[src/rtl/core/tws_pkg.sv]
`timescale 1ns / 1ps

package tws_pkg;

  localparam int unsigned CHAR_W = 8;
  localparam int unsigned STAT_W = 32;

  localparam logic [CHAR_W-1:0] CHAR_NUL = 8'h00;
  localparam logic [CHAR_W-1:0] CHAR_TAB = 8'h09;
  localparam logic [CHAR_W-1:0] CHAR_LF  = 8'h0A;
  localparam logic [CHAR_W-1:0] CHAR_SP  = 8'h20;

  // Source of the byte placed in the output register
  typedef enum logic [1:0] {
    SEL_REL,
    SEL_CHR,
    SEL_LF,
    SEL_STAT
  } out_sel_e;

  typedef struct packed {
    logic     accept;
    logic     load_out;
    logic     rel_step;
    out_sel_e sel;
    logic     run_last;
  } tws_cmd_t;

  typedef struct packed {
    logic binary;
    logic is_nul;
    logic is_lf;
    logic is_blank;
    logic fin;
    logic line_started;
    logic del_empty;
    logic held_full;
    logic held_any;
    logic rel_last;
    logic out_free;
  } tws_sts_t;

endpackage

[src/rtl/core/tws_if.sv]
`timescale 1ns / 1ps

interface tws_in_if import tws_pkg::*; ();
  logic              valid;
  logic              ready;
  logic [CHAR_W-1:0] in_char;
  logic              is_final;

  modport source (output valid, output in_char, output is_final, input ready);
  modport sink (input valid, input in_char, input is_final, output ready);
endinterface

interface tws_out_if import tws_pkg::*; ();
  logic              valid;
  logic              ready;
  logic [CHAR_W-1:0] out_char;
  logic              char_valid;
  logic              run_last;
  logic              binary_found;
  logic [STAT_W-1:0] lines_kept;
  logic [STAT_W-1:0] lines_trimmed;
  logic [STAT_W-1:0] lines_deleted;
  logic [STAT_W-1:0] spaces_removed;
  logic [STAT_W-1:0] tabs_removed;
  logic              text_changed;

  modport source (
    output valid, output out_char, output char_valid, output run_last,
    output binary_found, output lines_kept, output lines_trimmed,
    output lines_deleted, output spaces_removed, output tabs_removed,
    output text_changed, input ready
  );
  modport sink (
    input valid, input out_char, input char_valid, input run_last,
    input binary_found, input lines_kept, input lines_trimmed,
    input lines_deleted, input spaces_removed, input tabs_removed,
    input text_changed, output ready
  );
endinterface

interface tws_cfg_if ();
  logic valid;
  logic ready;
  logic delete_empty_lines;

  modport source (output valid, output delete_empty_lines, input ready);
  modport sink (input valid, input delete_empty_lines, output ready);
endinterface

[src/rtl/core/tws_ctrl.sv]
`timescale 1ns / 1ps

module tws_ctrl import tws_pkg::*; (
  input  logic     clk_i,
  input  logic     rst_ni,
  input  logic     in_valid_i,
  output logic     in_ready_o,
  input  tws_sts_t sts_i,
  output tws_cmd_t cmd_o
);

  typedef enum logic [4:0] {
    ST_IDLE = 5'b00001,
    ST_REL  = 5'b00010,
    ST_CHR  = 5'b00100,
    ST_LF   = 5'b01000,
    ST_STAT = 5'b10000
  } tws_state_e;

  tws_state_e state_q, state_d;
  logic       chr_q, chr_d;
  logic       lf_q, lf_d;
  logic       p_rel, p_chr, p_lf;

  // Plan what the request emits, from the state before it is taken
  always_comb begin
    p_rel = 1'b0;
    p_chr = 1'b0;
    p_lf  = 1'b0;
    if (!sts_i.binary && !sts_i.is_nul) begin
      if (sts_i.is_lf) begin
        p_lf = sts_i.line_started || !sts_i.del_empty;
      end else if (sts_i.is_blank) begin
        p_rel = sts_i.held_full;
        p_lf  = sts_i.fin;
      end else begin
        p_rel = sts_i.held_any;
        p_chr = 1'b1;
        p_lf  = sts_i.fin;
      end
    end
  end

  assign in_ready_o = (state_q == ST_IDLE);

  always_comb begin
    state_d      = state_q;
    chr_d        = chr_q;
    lf_d         = lf_q;
    cmd_o        = '0;
    cmd_o.sel    = SEL_STAT;
    case (state_q)
      ST_IDLE: begin
        if (in_valid_i) begin
          cmd_o.accept = 1'b1;
          chr_d        = p_chr;
          lf_d         = p_lf;
          if (p_rel) begin
            state_d = ST_REL;
          end else if (p_chr) begin
            state_d = ST_CHR;
          end else if (p_lf) begin
            state_d = ST_LF;
          end else begin
            state_d = ST_STAT;
          end
        end
      end
      ST_REL: begin
        cmd_o.sel      = SEL_REL;
        cmd_o.run_last = sts_i.rel_last && !chr_q && !lf_q;
        if (sts_i.out_free) begin
          cmd_o.load_out = 1'b1;
          cmd_o.rel_step = 1'b1;
          if (sts_i.rel_last) begin
            if (chr_q) begin
              state_d = ST_CHR;
            end else if (lf_q) begin
              state_d = ST_LF;
            end else begin
              state_d = ST_IDLE;
            end
          end
        end
      end
      ST_CHR: begin
        cmd_o.sel      = SEL_CHR;
        cmd_o.run_last = !lf_q;
        if (sts_i.out_free) begin
          cmd_o.load_out = 1'b1;
          state_d        = lf_q ? ST_LF : ST_IDLE;
        end
      end
      ST_LF: begin
        cmd_o.sel      = SEL_LF;
        cmd_o.run_last = 1'b1;
        if (sts_i.out_free) begin
          cmd_o.load_out = 1'b1;
          state_d        = ST_IDLE;
        end
      end
      ST_STAT: begin
        cmd_o.sel      = SEL_STAT;
        cmd_o.run_last = 1'b1;
        if (sts_i.out_free) begin
          cmd_o.load_out = 1'b1;
          state_d        = ST_IDLE;
        end
      end
      default: begin
        state_d = ST_IDLE;
      end
    endcase
  end

  always_ff @(posedge clk_i or negedge rst_ni) begin
    if (!rst_ni) begin
      state_q <= ST_IDLE;
      chr_q   <= 1'b0;
      lf_q    <= 1'b0;
    end else begin
      state_q <= state_d;
      chr_q   <= chr_d;
      lf_q    <= lf_d;
    end
  end

endmodule

[src/rtl/core/tws_dp.sv]
`timescale 1ns / 1ps

module tws_dp import tws_pkg::*; #(
  parameter int unsigned HOLD_DEPTH  = 62,
  parameter int unsigned COUNT_WIDTH = 32
) (
  input  logic              clk_i,
  input  logic              rst_ni,
  input  logic [CHAR_W-1:0] in_char_i,
  input  logic              is_final_i,
  input  logic              cfg_we_i,
  input  logic              cfg_data_i,
  input  tws_cmd_t          cmd_i,
  output tws_sts_t          sts_o,
  input  logic              out_ready_i,
  output logic              out_valid_o,
  output logic [CHAR_W-1:0] out_char_o,
  output logic              char_valid_o,
  output logic              run_last_o,
  output logic              binary_found_o,
  output logic [STAT_W-1:0] lines_kept_o,
  output logic [STAT_W-1:0] lines_trimmed_o,
  output logic [STAT_W-1:0] lines_deleted_o,
  output logic [STAT_W-1:0] spaces_removed_o,
  output logic [STAT_W-1:0] tabs_removed_o,
  output logic              text_changed_o
);

  localparam int unsigned IDX_W = (HOLD_DEPTH > 1) ? $clog2(HOLD_DEPTH) : 1;
  localparam int unsigned CNT_W = $clog2(HOLD_DEPTH + 1);
  localparam logic [CNT_W-1:0] HOLD_FULL = CNT_W'(HOLD_DEPTH);
  localparam logic [COUNT_WIDTH-1:0] CNT_MAX = {COUNT_WIDTH{1'b1}};

  typedef logic [COUNT_WIDTH-1:0] cnt_t;

  function automatic cnt_t sat_add(input cnt_t a, input logic [CNT_W-1:0] b);
    logic [COUNT_WIDTH:0] sum;
    sum = {1'b0, a} + (COUNT_WIDTH + 1)'(b);
    return sum[COUNT_WIDTH] ? CNT_MAX : sum[COUNT_WIDTH-1:0];
  endfunction

  // Held run: one bit per blank, 1 = tab
  logic             mem [HOLD_DEPTH];
  logic             rd_q;
  logic [IDX_W-1:0] rd_addr, wr_addr;

  logic [CNT_W-1:0] held_cnt_q, held_cnt_d;
  logic [CNT_W-1:0] held_sp_q, held_sp_d;
  logic [CNT_W-1:0] held_tab_q, held_tab_d;
  logic [CNT_W-1:0] rel_cnt_q, rel_cnt_d, rel_cnt_nx;
  logic [CNT_W-1:0] rel_len_q, rel_len_d;
  logic [CNT_W-1:0] base_cnt, base_sp, base_tab, new_cnt, new_sp, new_tab;
  logic             line_q, line_d;
  logic             bin_q, bin_d;
  logic             del_q;
  cnt_t             kept_q, kept_d, trim_q, trim_d, delc_q, delc_d;
  cnt_t             sp_q, sp_d, tab_q, tab_d;
  logic [CHAR_W-1:0] char_q;
  logic             out_valid_q;
  logic             is_nul, is_lf, is_sp, is_tab, is_blank, held_full, wr_en;

  assign is_nul    = (in_char_i == CHAR_NUL);
  assign is_lf     = (in_char_i == CHAR_LF);
  assign is_sp     = (in_char_i == CHAR_SP);
  assign is_tab    = (in_char_i == CHAR_TAB);
  assign is_blank  = is_sp || is_tab;
  assign held_full = (held_cnt_q == HOLD_FULL);

  // A full run is released before the new blank joins it
  assign base_cnt = held_full ? '0 : held_cnt_q;
  assign base_sp  = held_full ? '0 : held_sp_q;
  assign base_tab = held_full ? '0 : held_tab_q;
  assign new_cnt  = CNT_W'(base_cnt + 1'b1);
  assign new_sp   = CNT_W'(base_sp + CNT_W'(!is_tab));
  assign new_tab  = CNT_W'(base_tab + CNT_W'(is_tab));

  assign rel_cnt_nx = CNT_W'(rel_cnt_q + 1'b1);

  always_comb begin
    held_cnt_d = held_cnt_q;
    held_sp_d  = held_sp_q;
    held_tab_d = held_tab_q;
    line_d     = line_q;
    bin_d      = bin_q;
    kept_d     = kept_q;
    trim_d     = trim_q;
    delc_d     = delc_q;
    sp_d       = sp_q;
    tab_d      = tab_q;
    rel_cnt_d  = rel_cnt_q;
    rel_len_d  = rel_len_q;
    wr_en      = 1'b0;
    if (cmd_i.rel_step) begin
      rel_cnt_d = rel_cnt_nx;
    end
    if (cmd_i.accept) begin
      rel_cnt_d = '0;
      rel_len_d = held_cnt_q;
      if (!bin_q) begin
        if (is_nul) begin
          bin_d      = 1'b1;
          held_cnt_d = '0;
          held_sp_d  = '0;
          held_tab_d = '0;
          line_d     = 1'b0;
        end else if (is_lf) begin
          if (held_cnt_q != '0) begin
            sp_d   = sat_add(sp_q, held_sp_q);
            tab_d  = sat_add(tab_q, held_tab_q);
            trim_d = sat_add(trim_q, CNT_W'(1));
          end
          if (!line_q && del_q) begin
            delc_d = sat_add(delc_q, CNT_W'(1));
          end else begin
            kept_d = sat_add(kept_q, CNT_W'(1));
          end
          held_cnt_d = '0;
          held_sp_d  = '0;
          held_tab_d = '0;
          line_d     = 1'b0;
        end else if (is_blank) begin
          wr_en      = 1'b1;
          held_cnt_d = new_cnt;
          held_sp_d  = new_sp;
          held_tab_d = new_tab;
          line_d     = 1'b1;
          if (is_final_i) begin
            sp_d       = sat_add(sp_q, new_sp);
            tab_d      = sat_add(tab_q, new_tab);
            trim_d     = sat_add(trim_q, CNT_W'(1));
            kept_d     = sat_add(kept_q, CNT_W'(1));
            held_cnt_d = '0;
            held_sp_d  = '0;
            held_tab_d = '0;
            line_d     = 1'b0;
          end
        end else begin
          held_cnt_d = '0;
          held_sp_d  = '0;
          held_tab_d = '0;
          line_d     = 1'b1;
          if (is_final_i) begin
            kept_d = sat_add(kept_q, CNT_W'(1));
            line_d = 1'b0;
          end
        end
      end
    end
  end

  // Read entry zero on accept (before any overwrite), then step through the run
  assign wr_addr = held_full ? '0 : held_cnt_q[IDX_W-1:0];
  assign rd_addr = (cmd_i.rel_step && (rel_cnt_nx < HOLD_FULL)) ?
                   rel_cnt_nx[IDX_W-1:0] : '0;

  always_ff @(posedge clk_i) begin
    if (cmd_i.accept || cmd_i.rel_step) begin
      rd_q <= mem[rd_addr];
    end
    if (wr_en) begin
      mem[wr_addr] <= is_tab;
    end
    if (cmd_i.accept) begin
      char_q <= in_char_i;
    end
  end

  always_ff @(posedge clk_i or negedge rst_ni) begin
    if (!rst_ni) begin
      held_cnt_q  <= '0;
      held_sp_q   <= '0;
      held_tab_q  <= '0;
      rel_cnt_q   <= '0;
      rel_len_q   <= '0;
      line_q      <= 1'b0;
      bin_q       <= 1'b0;
      del_q       <= 1'b0;
      kept_q      <= '0;
      trim_q      <= '0;
      delc_q      <= '0;
      sp_q        <= '0;
      tab_q       <= '0;
      out_valid_q <= 1'b0;
    end else begin
      held_cnt_q <= held_cnt_d;
      held_sp_q  <= held_sp_d;
      held_tab_q <= held_tab_d;
      rel_cnt_q  <= rel_cnt_d;
      rel_len_q  <= rel_len_d;
      line_q     <= line_d;
      bin_q      <= bin_d;
      kept_q     <= kept_d;
      trim_q     <= trim_d;
      delc_q     <= delc_d;
      sp_q       <= sp_d;
      tab_q      <= tab_d;
      if (cfg_we_i) begin
        del_q <= cfg_data_i;
      end
      if (cmd_i.load_out) begin
        out_valid_q <= 1'b1;
      end else if (out_ready_i) begin
        out_valid_q <= 1'b0;
      end
    end
  end

  // Output register: counters are snapshotted with each result
  always_ff @(posedge clk_i) begin
    if (cmd_i.load_out) begin
      case (cmd_i.sel)
        SEL_REL: out_char_o <= rd_q ? CHAR_TAB : CHAR_SP;
        SEL_CHR: out_char_o <= char_q;
        SEL_LF:  out_char_o <= CHAR_LF;
        default: out_char_o <= CHAR_NUL;
      endcase
      char_valid_o     <= (cmd_i.sel != SEL_STAT);
      run_last_o       <= cmd_i.run_last;
      binary_found_o   <= bin_q;
      lines_kept_o     <= STAT_W'(kept_q);
      lines_trimmed_o  <= STAT_W'(trim_q);
      lines_deleted_o  <= STAT_W'(delc_q);
      spaces_removed_o <= STAT_W'(sp_q);
      tabs_removed_o   <= STAT_W'(tab_q);
      text_changed_o   <= (trim_q != '0) || (delc_q != '0);
    end
  end

  assign out_valid_o = out_valid_q;

  always_comb begin
    sts_o              = '0;
    sts_o.binary       = bin_q;
    sts_o.is_nul       = is_nul;
    sts_o.is_lf        = is_lf;
    sts_o.is_blank     = is_blank;
    sts_o.fin          = is_final_i;
    sts_o.line_started = line_q;
    sts_o.del_empty    = del_q;
    sts_o.held_full    = held_full;
    sts_o.held_any     = (held_cnt_q != '0);
    sts_o.rel_last     = (rel_cnt_nx == rel_len_q);
    sts_o.out_free     = !out_valid_q || out_ready_i;
  end

endmodule

[src/rtl/core/trailing_whitespace_stripper.sv]
`timescale 1ns / 1ps
// Trailing whitespace filter for a byte stream.
// in_i  : one text byte per request (in_char, is_final), valid/ready.
// out_o : result requests; one per passed byte, or a single status-only request
//         (char_valid low) when a byte passes nothing on. run_last marks the
//         final request caused by an input byte. Counters ride on every request.
// cfg_i : write of delete_empty_lines; always ready, take it while idle.
// Sequence: an ordinary byte is accepted, then loaded once into the output
// register. A byte that releases a held run of n blanks emits them one at
// a time before itself, paced by the single read port of the blank-run
// memory; a final byte that closes its line adds a line feed. The first
// result of a byte is loaded after accept, once the output register is free.
// Reset: counters, held run length, line and binary flags and the output valid
// flag clear at once; the blank-run memory is not cleared and needs no sweep.
// Receiver stall: the output register holds its request and the block stops
// emitting; a new input byte is still taken once the previous byte has loaded
// its last result, so one request can wait while the next is accepted.
module trailing_whitespace_stripper import tws_pkg::*; #(
  parameter int unsigned HOLD_DEPTH  = 62,
  parameter int unsigned COUNT_WIDTH = 32
) (
  input  logic  clk_i,
  input  logic  rst_ni,
  tws_in_if.sink    in_i,
  tws_out_if.source out_o,
  tws_cfg_if.sink   cfg_i
);

  tws_cmd_t cmd;
  tws_sts_t sts;

  // Configuration writes never stall
  assign cfg_i.ready = 1'b1;

  // Sequencer: accept, then release held blanks, the byte, and the line feed, or a status-only result
  tws_ctrl u_ctrl (
    .clk_i      (clk_i),
    .rst_ni     (rst_ni),
    .in_valid_i (in_i.valid),
    .in_ready_o (in_i.ready),
    .sts_i      (sts),
    .cmd_o      (cmd)
  );

  // Line state, counters, blank-run memory and output register
  tws_dp #(
    .HOLD_DEPTH  (HOLD_DEPTH),
    .COUNT_WIDTH (COUNT_WIDTH)
  ) u_dp (
    .clk_i            (clk_i),
    .rst_ni           (rst_ni),
    .in_char_i        (in_i.in_char),
    .is_final_i       (in_i.is_final),
    .cfg_we_i         (cfg_i.valid),
    .cfg_data_i       (cfg_i.delete_empty_lines),
    .cmd_i            (cmd),
    .sts_o            (sts),
    .out_ready_i      (out_o.ready),
    .out_valid_o      (out_o.valid),
    .out_char_o       (out_o.out_char),
    .char_valid_o     (out_o.char_valid),
    .run_last_o       (out_o.run_last),
    .binary_found_o   (out_o.binary_found),
    .lines_kept_o     (out_o.lines_kept),
    .lines_trimmed_o  (out_o.lines_trimmed),
    .lines_deleted_o  (out_o.lines_deleted),
    .spaces_removed_o (out_o.spaces_removed),
    .tabs_removed_o   (out_o.tabs_removed),
    .text_changed_o   (out_o.text_changed)
  );

  // The last request of a byte hands control back to input acceptance
  a_last_frees_input: assert property (@(posedge clk_i) disable iff (!rst_ni)
    cmd.load_out && cmd.run_last |=> in_i.ready)
    else $error("input not ready after last result of a byte");

  // Never overwrite a request the receiver has not taken
  a_load_when_free: assert property (@(posedge clk_i) disable iff (!rst_ni)
    cmd.load_out |-> sts.out_free)
    else $error("output register loaded while occupied");

  // Accepting and emitting are separate phases
  a_accept_no_load: assert property (@(posedge clk_i) disable iff (!rst_ni)
    cmd.accept |-> !cmd.load_out)
    else $error("accept and output load in the same cycle");

  // Binary flag only clears through reset
  a_binary_sticky: assert property (@(posedge clk_i) disable iff (!rst_ni)
    !$fell(sts.binary))
    else $error("binary flag dropped");

endmodule
[src/flat_wrapper.sv]
// flat-port wrapper written by rule: the top's interface ports become plain ports
module trailing_whitespace_stripper_flat import tws_pkg::*;
#(
  parameter int unsigned HOLD_DEPTH  = 62,
  parameter int unsigned COUNT_WIDTH = 32
)
  (clk_i, rst_ni, in_i_valid, in_i_in_char, in_i_is_final, in_i_ready, out_o_valid, out_o_out_char, out_o_char_valid, out_o_run_last, out_o_binary_found, out_o_lines_kept, out_o_lines_trimmed, out_o_lines_deleted, out_o_spaces_removed, out_o_tabs_removed, out_o_text_changed, out_o_ready, cfg_i_valid, cfg_i_delete_empty_lines, cfg_i_ready);
  tws_in_if in_i_i ();
  tws_out_if out_o_i ();
  tws_cfg_if cfg_i_i ();
  input  logic clk_i;
  input  logic rst_ni;
  input wire logic [$bits(in_i_i.valid)-1:0] in_i_valid;
  input wire logic [$bits(in_i_i.in_char)-1:0] in_i_in_char;
  input wire logic [$bits(in_i_i.is_final)-1:0] in_i_is_final;
  output wire logic [$bits(in_i_i.ready)-1:0] in_i_ready;
  output wire logic [$bits(out_o_i.valid)-1:0] out_o_valid;
  output wire logic [$bits(out_o_i.out_char)-1:0] out_o_out_char;
  output wire logic [$bits(out_o_i.char_valid)-1:0] out_o_char_valid;
  output wire logic [$bits(out_o_i.run_last)-1:0] out_o_run_last;
  output wire logic [$bits(out_o_i.binary_found)-1:0] out_o_binary_found;
  output wire logic [$bits(out_o_i.lines_kept)-1:0] out_o_lines_kept;
  output wire logic [$bits(out_o_i.lines_trimmed)-1:0] out_o_lines_trimmed;
  output wire logic [$bits(out_o_i.lines_deleted)-1:0] out_o_lines_deleted;
  output wire logic [$bits(out_o_i.spaces_removed)-1:0] out_o_spaces_removed;
  output wire logic [$bits(out_o_i.tabs_removed)-1:0] out_o_tabs_removed;
  output wire logic [$bits(out_o_i.text_changed)-1:0] out_o_text_changed;
  input wire logic [$bits(out_o_i.ready)-1:0] out_o_ready;
  input wire logic [$bits(cfg_i_i.valid)-1:0] cfg_i_valid;
  input wire logic [$bits(cfg_i_i.delete_empty_lines)-1:0] cfg_i_delete_empty_lines;
  output wire logic [$bits(cfg_i_i.ready)-1:0] cfg_i_ready;
  assign in_i_i.valid = in_i_valid;
  assign in_i_i.in_char = in_i_in_char;
  assign in_i_i.is_final = in_i_is_final;
  assign in_i_ready = in_i_i.ready;
  assign out_o_valid = out_o_i.valid;
  assign out_o_out_char = out_o_i.out_char;
  assign out_o_char_valid = out_o_i.char_valid;
  assign out_o_run_last = out_o_i.run_last;
  assign out_o_binary_found = out_o_i.binary_found;
  assign out_o_lines_kept = out_o_i.lines_kept;
  assign out_o_lines_trimmed = out_o_i.lines_trimmed;
  assign out_o_lines_deleted = out_o_i.lines_deleted;
  assign out_o_spaces_removed = out_o_i.spaces_removed;
  assign out_o_tabs_removed = out_o_i.tabs_removed;
  assign out_o_text_changed = out_o_i.text_changed;
  assign out_o_i.ready = out_o_ready;
  assign cfg_i_i.valid = cfg_i_valid;
  assign cfg_i_i.delete_empty_lines = cfg_i_delete_empty_lines;
  assign cfg_i_ready = cfg_i_i.ready;
  trailing_whitespace_stripper #(.HOLD_DEPTH(HOLD_DEPTH), .COUNT_WIDTH(COUNT_WIDTH)) u_core (.clk_i(clk_i), .rst_ni(rst_ni), .in_i(in_i_i), .out_o(out_o_i), .cfg_i(cfg_i_i));
endmodule
[config.mk]
export PLATFORM = sky130hd
export DESIGN_NAME = trailing_whitespace_stripper_flat
export DESIGN_NICKNAME = d
export VERILOG_FILES = /design/src/rtl/core/tws_pkg.sv /design/src/rtl/core/tws_if.sv /design/src/rtl/core/tws_ctrl.sv /design/src/rtl/core/tws_dp.sv /design/src/rtl/core/trailing_whitespace_stripper.sv /design/src/flat_wrapper.sv
export SDC_FILE = /design/constraint.sdc
export NUM_CORES = 1
export LEC_CHECK = 0
export BUFFER_PORTS_ARGS = -buffer_cell sky130_fd_sc_hd__buf_2
export CAP_MARGIN = 20
export CORE_MARGIN = 4
export CORE_UTILIZATION = 50
export DETAILED_ROUTE_END_ITERATION = 10
export GPL_ROUTABILITY_DRIVEN = 0
export PLACE_DENSITY = 0.74
export SYNTH_ARGS = -nofsm -noshare
export SYNTH_HDL_FRONTEND = slang
export SYNTH_HIERARCHICAL = 1
export SYNTH_SLANG_ARGS = --single-unit
[constraint.sdc]
create_clock -name clk_i -period 14.1 [get_ports clk_i]
set_input_delay 2.115 -clock clk_i [delete_from_list [all_inputs] [get_ports clk_i]]
set_output_delay 2.115 -clock clk_i [all_outputs]
set_load 0.05 [all_outputs]
Word level (Yosys, flattened, before mapping)

Memory sizes are Yosys's and may differ from the RTL's. A register that Yosys moved wholly into a read port is not among the register bits.
Index checks and enable logic that the tools add are counted.

$add $sub $neg: 11
$lt $le $gt $ge: 1
Equal/unequal tests: 20
Mux-type cells: 82
Bitwise operators: 2
Reduce and logical (&&, ||, !) cells: 35

Operators by type and width:

| operator                                                                 | number |
|---|---|
| 32-bit 2-to-1 mux                                                        | 22 |
| 32-bit by 6-bit adder with 33-bit output                                 | 4 |
| 6-bit 2-to-1 mux                                                         | 19 |
| 32-bit by 1-bit adder with 33-bit output (second input constant)         | 3 |
| 32-bit nonzero test                                                      | 2 |
| 5-bit 2-to-1 mux                                                         | 8 |
| 1-bit 2-to-1 mux                                                         | 26 |
| 8-bit one-hot mux with 3 select lines                                    | 1 |
| 5-bit one-hot mux with 4 select lines                                    | 1 |
| 8-bit by 4-bit == test with 1-bit output (second input constant)         | 2 |
| 5-bit AND reduction                                                      | 3 |
| 6-bit by 1-bit adder with 6-bit output                                   | 2 |
| 6-bit by 1-bit adder with 6-bit output (second input constant)           | 2 |
| 3-bit one-hot mux with 4 select lines                                    | 1 |
| 8-bit by 6-bit == test with 1-bit output (second input constant)         | 1 |
| 1-bit logical NOT                                                        | 8 |
| 8-bit logical NOT                                                        | 1 |
| 4-bit 2-to-1 mux                                                         | 2 |
| 2-bit by 1-bit inequality test with 1-bit output (second input constant) | 4 |
| 2-bit inequality test (second input constant)                            | 4 |
| 2-bit nonzero test                                                       | 4 |
| 6-bit == test                                                            | 1 |
| 6-bit == test (second input constant)                                    | 1 |
| 6-bit less-than comparator (second input constant)                       | 1 |
| 18 further kinds                                                         | 28 |

Bits in registers: 381
Bits in writable memories: 62
Input bits: 15
Output and inout port bits: 175
Memories: 1

Memories:

| memory          | words | bits a word | rd ports | clocked after memory_dff | wr ports | RTL line     | RTL |
|---|---|---|---|---|---|---|---|
| u_core.u_dp.mem | 62    | 1           | 1        | 1                        | 1        | tws_dp.sv:43 | `logic mem [HOLD_DEPTH];` |

Longest topological paths before layout

Gate-level depths: netlist of the first run.

Depth in word-level cells: 9
Mapped depth: 19
Gate-level depth less buffers: 17

Cells and area by module

The synthesis of the first run kept the hierarchy.

By module, submodules not included:

| module                       | instances | cells an instance | area each (um^2) |
|---|---|---|---|
| tws_dp                       | 1         | 1812              | 20606.0 |
| tws_ctrl                     | 1         | 73                | 634.4 |
| trailing_whitespace_stripper | 1         | 2                 | 11.3 |

Worst setup path after synthesis of the first run

OpenSTA, ideal clock, no wires.

Path type: in2reg
From: input out_o_ready
To: register u_core.u_dp.binary_found_o, enable pin
Data arrival time: 13.990 ns
Setup slack: -0.808 ns
Stages on the path: 3
Path buffers: 0
Path through: nand2b_1 > inv_1 > nor3_1

RTL lines:

| item                 | RTL line           | RTL |
|---|---|---|
| from (decl)          | flat_wrapper.sv:28 | `input wire logic [$bits(out_o_i.ready)-1:0] out_o_ready;` |
| to (signal assigned) | tws_dp.sv:219      | `binary_found_o <= bin_q;` |
| to (decl)            | tws_dp.sv:20       | `output logic binary_found_o,` |

Worst setup path after layout of the first run

From: input in_i_in_char[2]
To: register u_core.u_dp.tab_q[27]

Cells in the longest elaborated chain, start to end: 7

RTL lines:

| item                                         | RTL line           | RTL |
|---|---|---|
| from (decl)                                  | flat_wrapper.sv:14 | `input wire logic [$bits(in_i_i.in_char)-1:0] in_i_in_char;` |
| 8-bit by 4-bit == test with 1-bit output (*) | tws_dp.sv:65       | `assign is_tab = (in_char_i == CHAR_TAB);` |
| net u_core.u_dp.is_tab                       | tws_dp.sv:60       | `logic is_nul, is_lf, is_sp, is_tab, is_blank, held_full, wr_en;` |
| 6-bit by 1-bit adder with 6-bit output       | tws_dp.sv:75       | `assign new_tab = CNT_W'(base_tab + CNT_W'(is_tab));` |
| 32-bit by 6-bit adder with 33-bit output     | tws_dp.sv:38       | `sum = {1'b0, a} + (COUNT_WIDTH + 1)'(b);` |
| 32-bit 2-to-1 mux                            | tws_dp.sv:39       | `return sum[COUNT_WIDTH] ? CNT_MAX : sum[COUNT_WIDTH-1:0];` |
| 32-bit 2-to-1 mux                            | tws_dp.sv:127      | `if (is_final_i) begin` |
| 32-bit 2-to-1 mux                            | tws_dp.sv:121      | `end else if (is_blank) begin` |
| 32-bit 2-to-1 mux                            | tws_dp.sv:106      | `end else if (is_lf) begin` |
| to (signal assigned)                         | tws_dp.sv:196      | `tab_q <= tab_d;` |
| to (decl)                                    | tws_dp.sv:57       | `cnt_t sp_q, sp_d, tab_q, tab_d;` |

The timed path passes the listed nets; every way through them passes the cells marked *. The select of a mux whose other input is x is not followed.
A chain may end at the register's enable or synchronous reset.

==> results of run 1 <==
-- through the flow --
stage,utilization,hold slack (ps),worst slack [ps],area (µm²)
6_report,0.5770,488.5,7638,24200
5_1_grt,0.5770,502.9,7326,24200
4_1_cts,0.5770,487.3,7746,24200
3_5_place_dp,0.5392,472.2,7120,22620
3_3_place_gp,0.5392,471.0,7307,22620
2_1_floorplan,-,423.1,4533,21260
-- worst register-to-register path, delay by kind of cell (launching register included) --
kind | cells | cell delay [ps]
compound gates | 4 | 1530
xor+xnor | 1 | 240
fa+ha+maj | 3 | 730
flops | 1 | 560
mux | 1 | 260
simple gates | 6 | 1540
-- power by group through the flow --
stage / combinational [µW] / sequential (µW) / clock [µW]
3_5_place_dp: 516 / 1570 / 0
3_3_place_gp: 509 / 1570 / 0
6_report: 512 / 1550 / 1250
4_1_cts: 517 / 1550 / 1280
2_1_floorplan: 151 / 1810 / 0
5_1_grt: 543 / 1560 / 1330
-- path summary, 6_finish.rpt --
check	end	slack, ps	from	depth (start not counted)
worst max-delay path	u_core/u_dp/tab_q[27]	7640	in_i_in_char[2]	18
worst min-delay path	u_core/u_dp/lines_kept_o[16]	490	u_core/u_dp/kept_q[16]	0
worst max register to register	u_core/u_dp/tab_q[27]	9100	u_core/u_dp/held_cnt_q[1]	15
worst min register to register	u_core/u_dp/lines_kept_o[16]	490	u_core/u_dp/kept_q[16]	0
max in group asynchronous	u_core/u_dp/delc_q[16]	11180	rst_ni	2
min in group asynchronous	u_core/u_ctrl/state_q[4]	1590	rst_ni	1
-- logic make-up after synthesis --
kind of cell,after synthesis,synth area share
AO/OA/AOI/OAI,344,0.1077
buffers and inverters,131,0.02897
other,1,0.0001765
XOR/XNOR,94,0.03874
AND/OR/NAND/NOR,769,0.1825
flip-flops,444,0.5801
adder cells (fa/ha/maj),38,0.02379
multiplexers,66,0.03803
-- layer usage --
metal,wire (µm),global-route usage,up-vias
met5,0,0,-
met4,1328,0.06527,0
met3,4005,0.04620,106
met2,24210,0.3508,647
met1,22130,0.3071,7861
li1,-,-,7378
-- layout by cell type, fill, tap and decap left out, types with 21 or more instances in the layout --
master     netlist  routed
nand2_1        197     197
mux2i_1         32      32
nand3_1         91      90
and3_1          36      35
or3_1           21      21
a31oi_1         31      31
xor2_1          37      36
o21ai_0         74      74
xnor2_1         57      57
ha_1            34      34
buf_2           13     187
a21oi_1         78      78
inv_1           55      55
nor2_1         171     171
dfrtp_1        200     200
clkbuf_16        0      48
edfxtp_1       243     243
nor3_1          47      46
nor4_1          35      35
nand4_1         54      54
mux2_2          24      24
-- final cells by class --
type / instances / area share
well taps: 539 / 0.02787
repair buffers: 205 / 0.04451
clock inverters: 22 / 0.009668
multi-input cells: 1312 / 0.3443
inverters: 55 / 0.008530
flip-flops and latches: 444 / 0.5094
clock buffers: 66 / 0.05573
==> run_results.csv, run 1 <==
group,metric,value,unit
outcome,status,"complete, no violations",
clocking,post_cts_buffers,0,
yosys,netlist_instances,1887,
sta,finalSetupViolations,0,
cells_and_area,seqCellArea,12330,µm²
cells_and_area,syn_to_final_growth,13.88,%
clocking,insertion_delay,600,ps
clocking,cts_made_buffers,47,
routing,remaining_drc_errors,0,
worst_setup_path,critPathArrivalTime,6930,ps
worst_setup_path,crit_chain,"buf_2, nor4_2, nand3_1, inv_1, buf_4, ha_1, ha_1, nand3_1, xor2_1, nor2_1, ha_1, o21a_1, o31a_2, o21ai_0, a21o_1, nand2_1, o221a_2, mux2_2",
routing,via_count,15990,
grt,grt.overflow.total,0,
pwr,peakVddDrop,0.09853,mV
yosys,yosys.cell_count.top_type,"edfxtp_1",
die,initial_core_util,0.5066,
pwr,pwr-share-comb,0.155,
worst_setup_path,cpMostUsedCell,"ha_1",
grt,grt_use_total,0.2198,
routing,via_per_inst,6.051,
clocking,ctsHoldBuffers,0,
sta,min_period,6462,ps
grt,grt_max_degree,87,
worst_setup_path,cp_max_fo,63,
cells_and_area,antennaDiodeCount,0,
yosys,yosysTopAreaCellShare,0.3434,
worst_setup_path,crit_path_max_incr_delay,490,ps
pwr,p_int,2322,µW
cells_and_area,fillers,3486,
hold_path,holdCritPathClass,"register to register",
worst_setup_path,cp_slowest_cell,"nor4_2",
yosys,postSynthAreaPerCell,11.26,µm²
yosys,ys_seq_elements,444,
placement,io_buffers,188,
placement,placed_cells,2555,
sta,post-route-period-util,0.4583,
sta,fin_skew,24.56,ps
flow_run,maxCapViolations,0,
yosys,syn_area,21250,µm²
sta,relSlewSlack,0.2867,
yosys,synth-edff-count,243,
worst_setup_path,path_buf_inv,3,
sta,fmax,154.7,MHz
pwr,seqPwrFrac,0.468,
cells_and_area,largest_reg_flops,62,
grt,grt_pass1_wl,83190,µm
sta,rsz0062_at_grt,"no",
cells_and_area,drive_gt1_frac,0.1654,
cells_and_area,multiInputGateArea,8333,µm²
routing,dr.first_iter.drc_count,1511,
sta,hold_viol,0,
worst_setup_path,critPathTopFamily,"compound AO/OA/AOI/OAI gates",
worst_setup_path,crit_type,"input port to register",
die,die_x,214.2,µm
yosys,ys_seq_area_frac,0.5801,
die,die-area,45870,µm²
cells_and_area,largest-register,"u_core/u_dp/mem",
yosys,post-synth-top-area-cell,"edfxtp_1",
yosys,synth_ff_type,"edfxtp_1",
routing,ant_nets,0,
pwr,p_sw,981.8,µW
yosys,synthTopCellsByArea,"edfxtp_1, dfrtp_1, nand2_1, nor2_1, xnor2_1",
yosys,synth.net_count,1940,
cells_and_area,nets,2118,
pwr,p_sw_frac,0.2972,
yosys,synth.cells.most_frequent,"edfxtp_1, dfrtp_1, nand2_1",
pwr,p_per_area,136.5,nW/µm²
die,rows,75,
sta,tns,0,ps
grt,first_global_vias,15600,
clocking,cts.htree.levels,2,
die,die_h,214.2,µm
sta,slew_violations,0,
clocking,clk_pin_slew,60,ps
yosys,ys_async_sr_fraction,0.4527,
pwr,p_clk_frac,0.377,
worst_setup_path,start_kind,"input port",
clocking,clock-sinks,444,
placement,dpl.hpwl,35160,µm
grt,antenna_found_initial,0,
sta,worstMarginPinSlew,1070,ps
routing,routed_wl,51680,µm
clocking,cts_max_path_buffers,3,
worst_setup_path,crit_required,14570,ps
pwr,leakage,0.009460,µW
routing,routedWlPerCell,19.55,µm
routing,dr.pass1.iters,5,
pwr,fin_total_pwr,3303,µW
clocking,cts-root-buf,"clkbuf_16",
yosys,ys_warn_count,6,
worst_setup_path,cp-end-kind,"register",
die,io_pins,190,
clocking,cts-resized-gates,0,
die,fp.coreArea,41950,µm²
clocking,cts_tree,"built",
cells_and_area,stdcell_count,2643,
yosys,ys_types,89,
No activity file was read; power rests on OpenSTA's default activity.
==> run 2: changes to the inputs <==
--- a/config.mk
+++ b/config.mk
@@ -11,7 +11,7 @@
 export CORE_UTILIZATION = 50
 export DETAILED_ROUTE_END_ITERATION = 10
 export GPL_ROUTABILITY_DRIVEN = 0
-export PLACE_DENSITY = 0.74
+export PLACE_DENSITY = 0.71
 export SYNTH_ARGS = -nofsm -noshare
 export SYNTH_HDL_FRONTEND = slang
 export SYNTH_HIERARCHICAL = 1
==> constraint.sdc (replaced) <==
create_clock -name clk_i -period 6.7 [get_ports clk_i]
set_input_delay 1.005 -clock clk_i [delete_from_list [all_inputs] [get_ports clk_i]]
set_output_delay 1.005 -clock clk_i [all_outputs]
set_load 0.05 [all_outputs]
==> run 2 against run 1 <==
  * Power rose by 110%
  * Global-route usage increased by 0.20 points
  * Design area about the same
  * Critical endpoint unchanged
  * Highest routed layer unchanged
==> run_results.csv, run 2 (synthesis gave the netlist of run 1 again) <==
group,metric,value,unit
outcome,status,"complete, no violations",
placement,placed_cells,2553,
routing,remaining_drc_errors,0,
cells_and_area,antennaDiodeCount,0,
clocking,cts_tree,"built",
worst_setup_path,crit_start,"in_i_in_char[2]",
die,die-area,45870,µm²
pwr,p_per_area,288.2,nW/µm²
placement,dp_slack,1240,ps
routing,routedWlPerCell,19.77,µm
worst_setup_path,cp_slowest_cell,"nor4_2",
clocking,cts-root-buf,"clkbuf_16",
cells_and_area,post-route-util,0.5771,
die,die_x,214.2,µm
sta,fin_skew,16.24,ps
sta,min_period,5066,ps
cells_and_area,syn_to_final_growth,13.91,%
grt,antenna_found_initial,0,
worst_setup_path,critPathArrivalTime,5520,ps
worst_setup_path,crit_required,7160,ps
worst_setup_path,critPathTopFamily,"simple AND/OR/NAND/NOR gates",
sta,fmax,197.4,MHz
cells_and_area,final_cell_mix,"edfxtp_1, dfrtp_1, nand2_1",
routing,via_count,16050,
clocking,cts.htree.levels,2,
die,rows,75,
sta,rsz0062_at_grt,"no",
clocking,post_cts_buffers,0,
routing,routed_wl,52280,µm
cells_and_area,final_common_cell,"edfxtp_1",
worst_setup_path,crit_cells,17,
worst_setup_path,cp-end-kind,"register",
hold_path,holdCritPathClass,"input port to asynchronous set/reset pin",
cells_and_area,drive_gt1_frac,0.1620,
routing,via_per_inst,6.069,
worst_setup_path,crit_type,"input port to register",
routing,ant_nets,0,
worst_setup_path,r2r_cells,14,
placement,io_buffers,188,
sta,hold_viol,0,
grt,first_global_vias,15610,
cells_and_area,stdcell_count,2644,
cells_and_area,largest-register,"u_core/u_dp/mem",
worst_setup_path,path_buf_inv,2,
cells_and_area,nets,2118,
sta,relSlewSlack,0.3059,
die,fp.coreArea,41950,µm²
clocking,clk_pin_slew,60,ps
routing,dr.pass1.iters,6,
sta,post-route-period-util,0.7561,
clocking,ctsHoldBuffers,0,
grt,grt_use_total,0.2218,
worst_setup_path,crit_path_max_incr_delay,560,ps
worst_setup_path,cp_max_fo,15,
grt,grt_max_degree,126,
pwr,leakage,0.009452,µW
die,io_pins,190,
cells_and_area,largest_reg_flops,62,
clocking,clock-sinks,444,
grt,grt.overflow.total,0,
flow_run,maxCapViolations,0,
grt,grt_pass1_wl,84170,µm
worst_setup_path,crit_chain,"buf_2, nor4_2, nand3_1, inv_1, ha_1, ha_1, nand3_1, xor2_1, nor2_1, ha_1, o21a_1, o31a_2, o21ai_0, a21o_1, nand2_1, o221a_2, mux2_2",
sta,tns,0,ps
sta,finalSetupViolations,0,
routing,dr.first_iter.drc_count,1606,
clocking,insertion_delay,580,ps
worst_setup_path,start_kind,"input port",
clocking,cts-resized-gates,0,
worst_setup_path,crit_end,"u_core/u_dp/tab_q[27]",
sta,slew_violations,0,
sta,worstMarginPinSlew,1037,ps
die,die_h,214.2,µm
worst_setup_path,reg2reg_setup_slack,1900,ps
pwr,peakVddDrop,0.1829,mV
die,initial_core_util,0.5066,
worst_setup_path,r2r_end,"u_core/u_dp/tab_q[27]",
worst_setup_path,cpMostUsedCell,"ha_1",
worst_setup_path,worstReg2RegStart,"u_core/u_dp/held_cnt_q[3]",
sta,setup_ws,1634,ps
placement,dpl.hpwl,34730,µm
clocking,cts_max_path_buffers,3,
clocking,cts_made_buffers,49,
==> run 2: cell types whose count changed in the layout (fill, tap and decap cells not counted) <==
cell	change
bufinv_16	+1
buf_4	-4
clkinv_1	+1
clkbuf_1	+7
inv_16	+1
clkinvlp_4	-1
clkbuf_8	-4
clkinv_4	-1
clkinv_16	-1
inv_6	-1
buf_12	+2
clkbuf_16	+1
==> run 2: worst register-to-register path: cells and delay by family (launching register included) <==
kind / cells / cell delay [ps]
DFF: 1 / 650
adders and majority gates: 2 / 550
buffers and inverters: 1 / 240
muxes: 1 / 250
xor gates and xnor gates: 1 / 260
AOI/OAI and AO/OA: 4 / 1480
and+or+nand+nor: 5 / 1230
==> run 2: how the worst min path moves through the flow <==
stage                                       from                               to  slack, ps  cells past startpoint
after floorplan           u_core/u_dp/trim_q[24]  u_core/u_dp/lines_trimmed_o[24]        420                      0
after global placement     u_core/u_dp/delc_q[1]   u_core/u_dp/lines_deleted_o[1]        470                      0
after detailed placement   u_core/u_dp/delc_q[1]   u_core/u_dp/lines_deleted_o[1]        470                      0
after CTS                  u_core/u_dp/delc_q[1]   u_core/u_dp/lines_deleted_o[1]        490                      0
after global routing      u_core/u_dp/kept_q[18]     u_core/u_dp/lines_kept_o[18]        500                      0
final                                     rst_ni            u_core/u_dp/kept_q[4]        480                      1
==> run 2: final cells by class <==
class | instances | area, µm²
Tap cell | 539 | 674.4
Clock inverter | 21 | 232.7
Fill cell | 3432 | 17740
Clock buffer | 70 | 1345
Multi-Input combinational cell | 1312 | 8333
Sequential cell | 444 | 12330
Inverter | 55 | 206.4
Timing Repair Buffer | 203 | 1087
==> run 2: per-stage QoR <==
stage | hold slack, ps | area, µm² | power (µW)
final | 483.9 | 24210 | 6976
after global routing | 504.9 | 24210 | 7247
after CTS | 488.6 | 24210 | 7058
after detailed placement | 474.9 | 22630 | 4392
after global placement | 472.9 | 22630 | 4372
after floorplan | 423.1 | 21260 | 4106
==> run 2: power breakdown <==
group          switching (µW)  total [µW]  internal [µW]  leakage (µW)
clock                    1080        2640           1560      0.000774
sequential                117        3250           3130       0.00480
combinational             864        1090            221       0.00387
==> run 2: layer usage <==
| metal | part of all wire | wire length, µm | track usage | vias to the layer above |
|---|---|---|---|---|
| met5 | 0 | 0 | 0 | - |
| met4 | 0.024 | 1280 | 0.06873 | 0 |
| met3 | 0.078 | 4059 | 0.04605 | 118 |
| met2 | 0.47 | 24360 | 0.3532 | 694 |
| met1 | 0.43 | 22580 | 0.3100 | 7850 |
| li1 | - | - | - | 7384 |
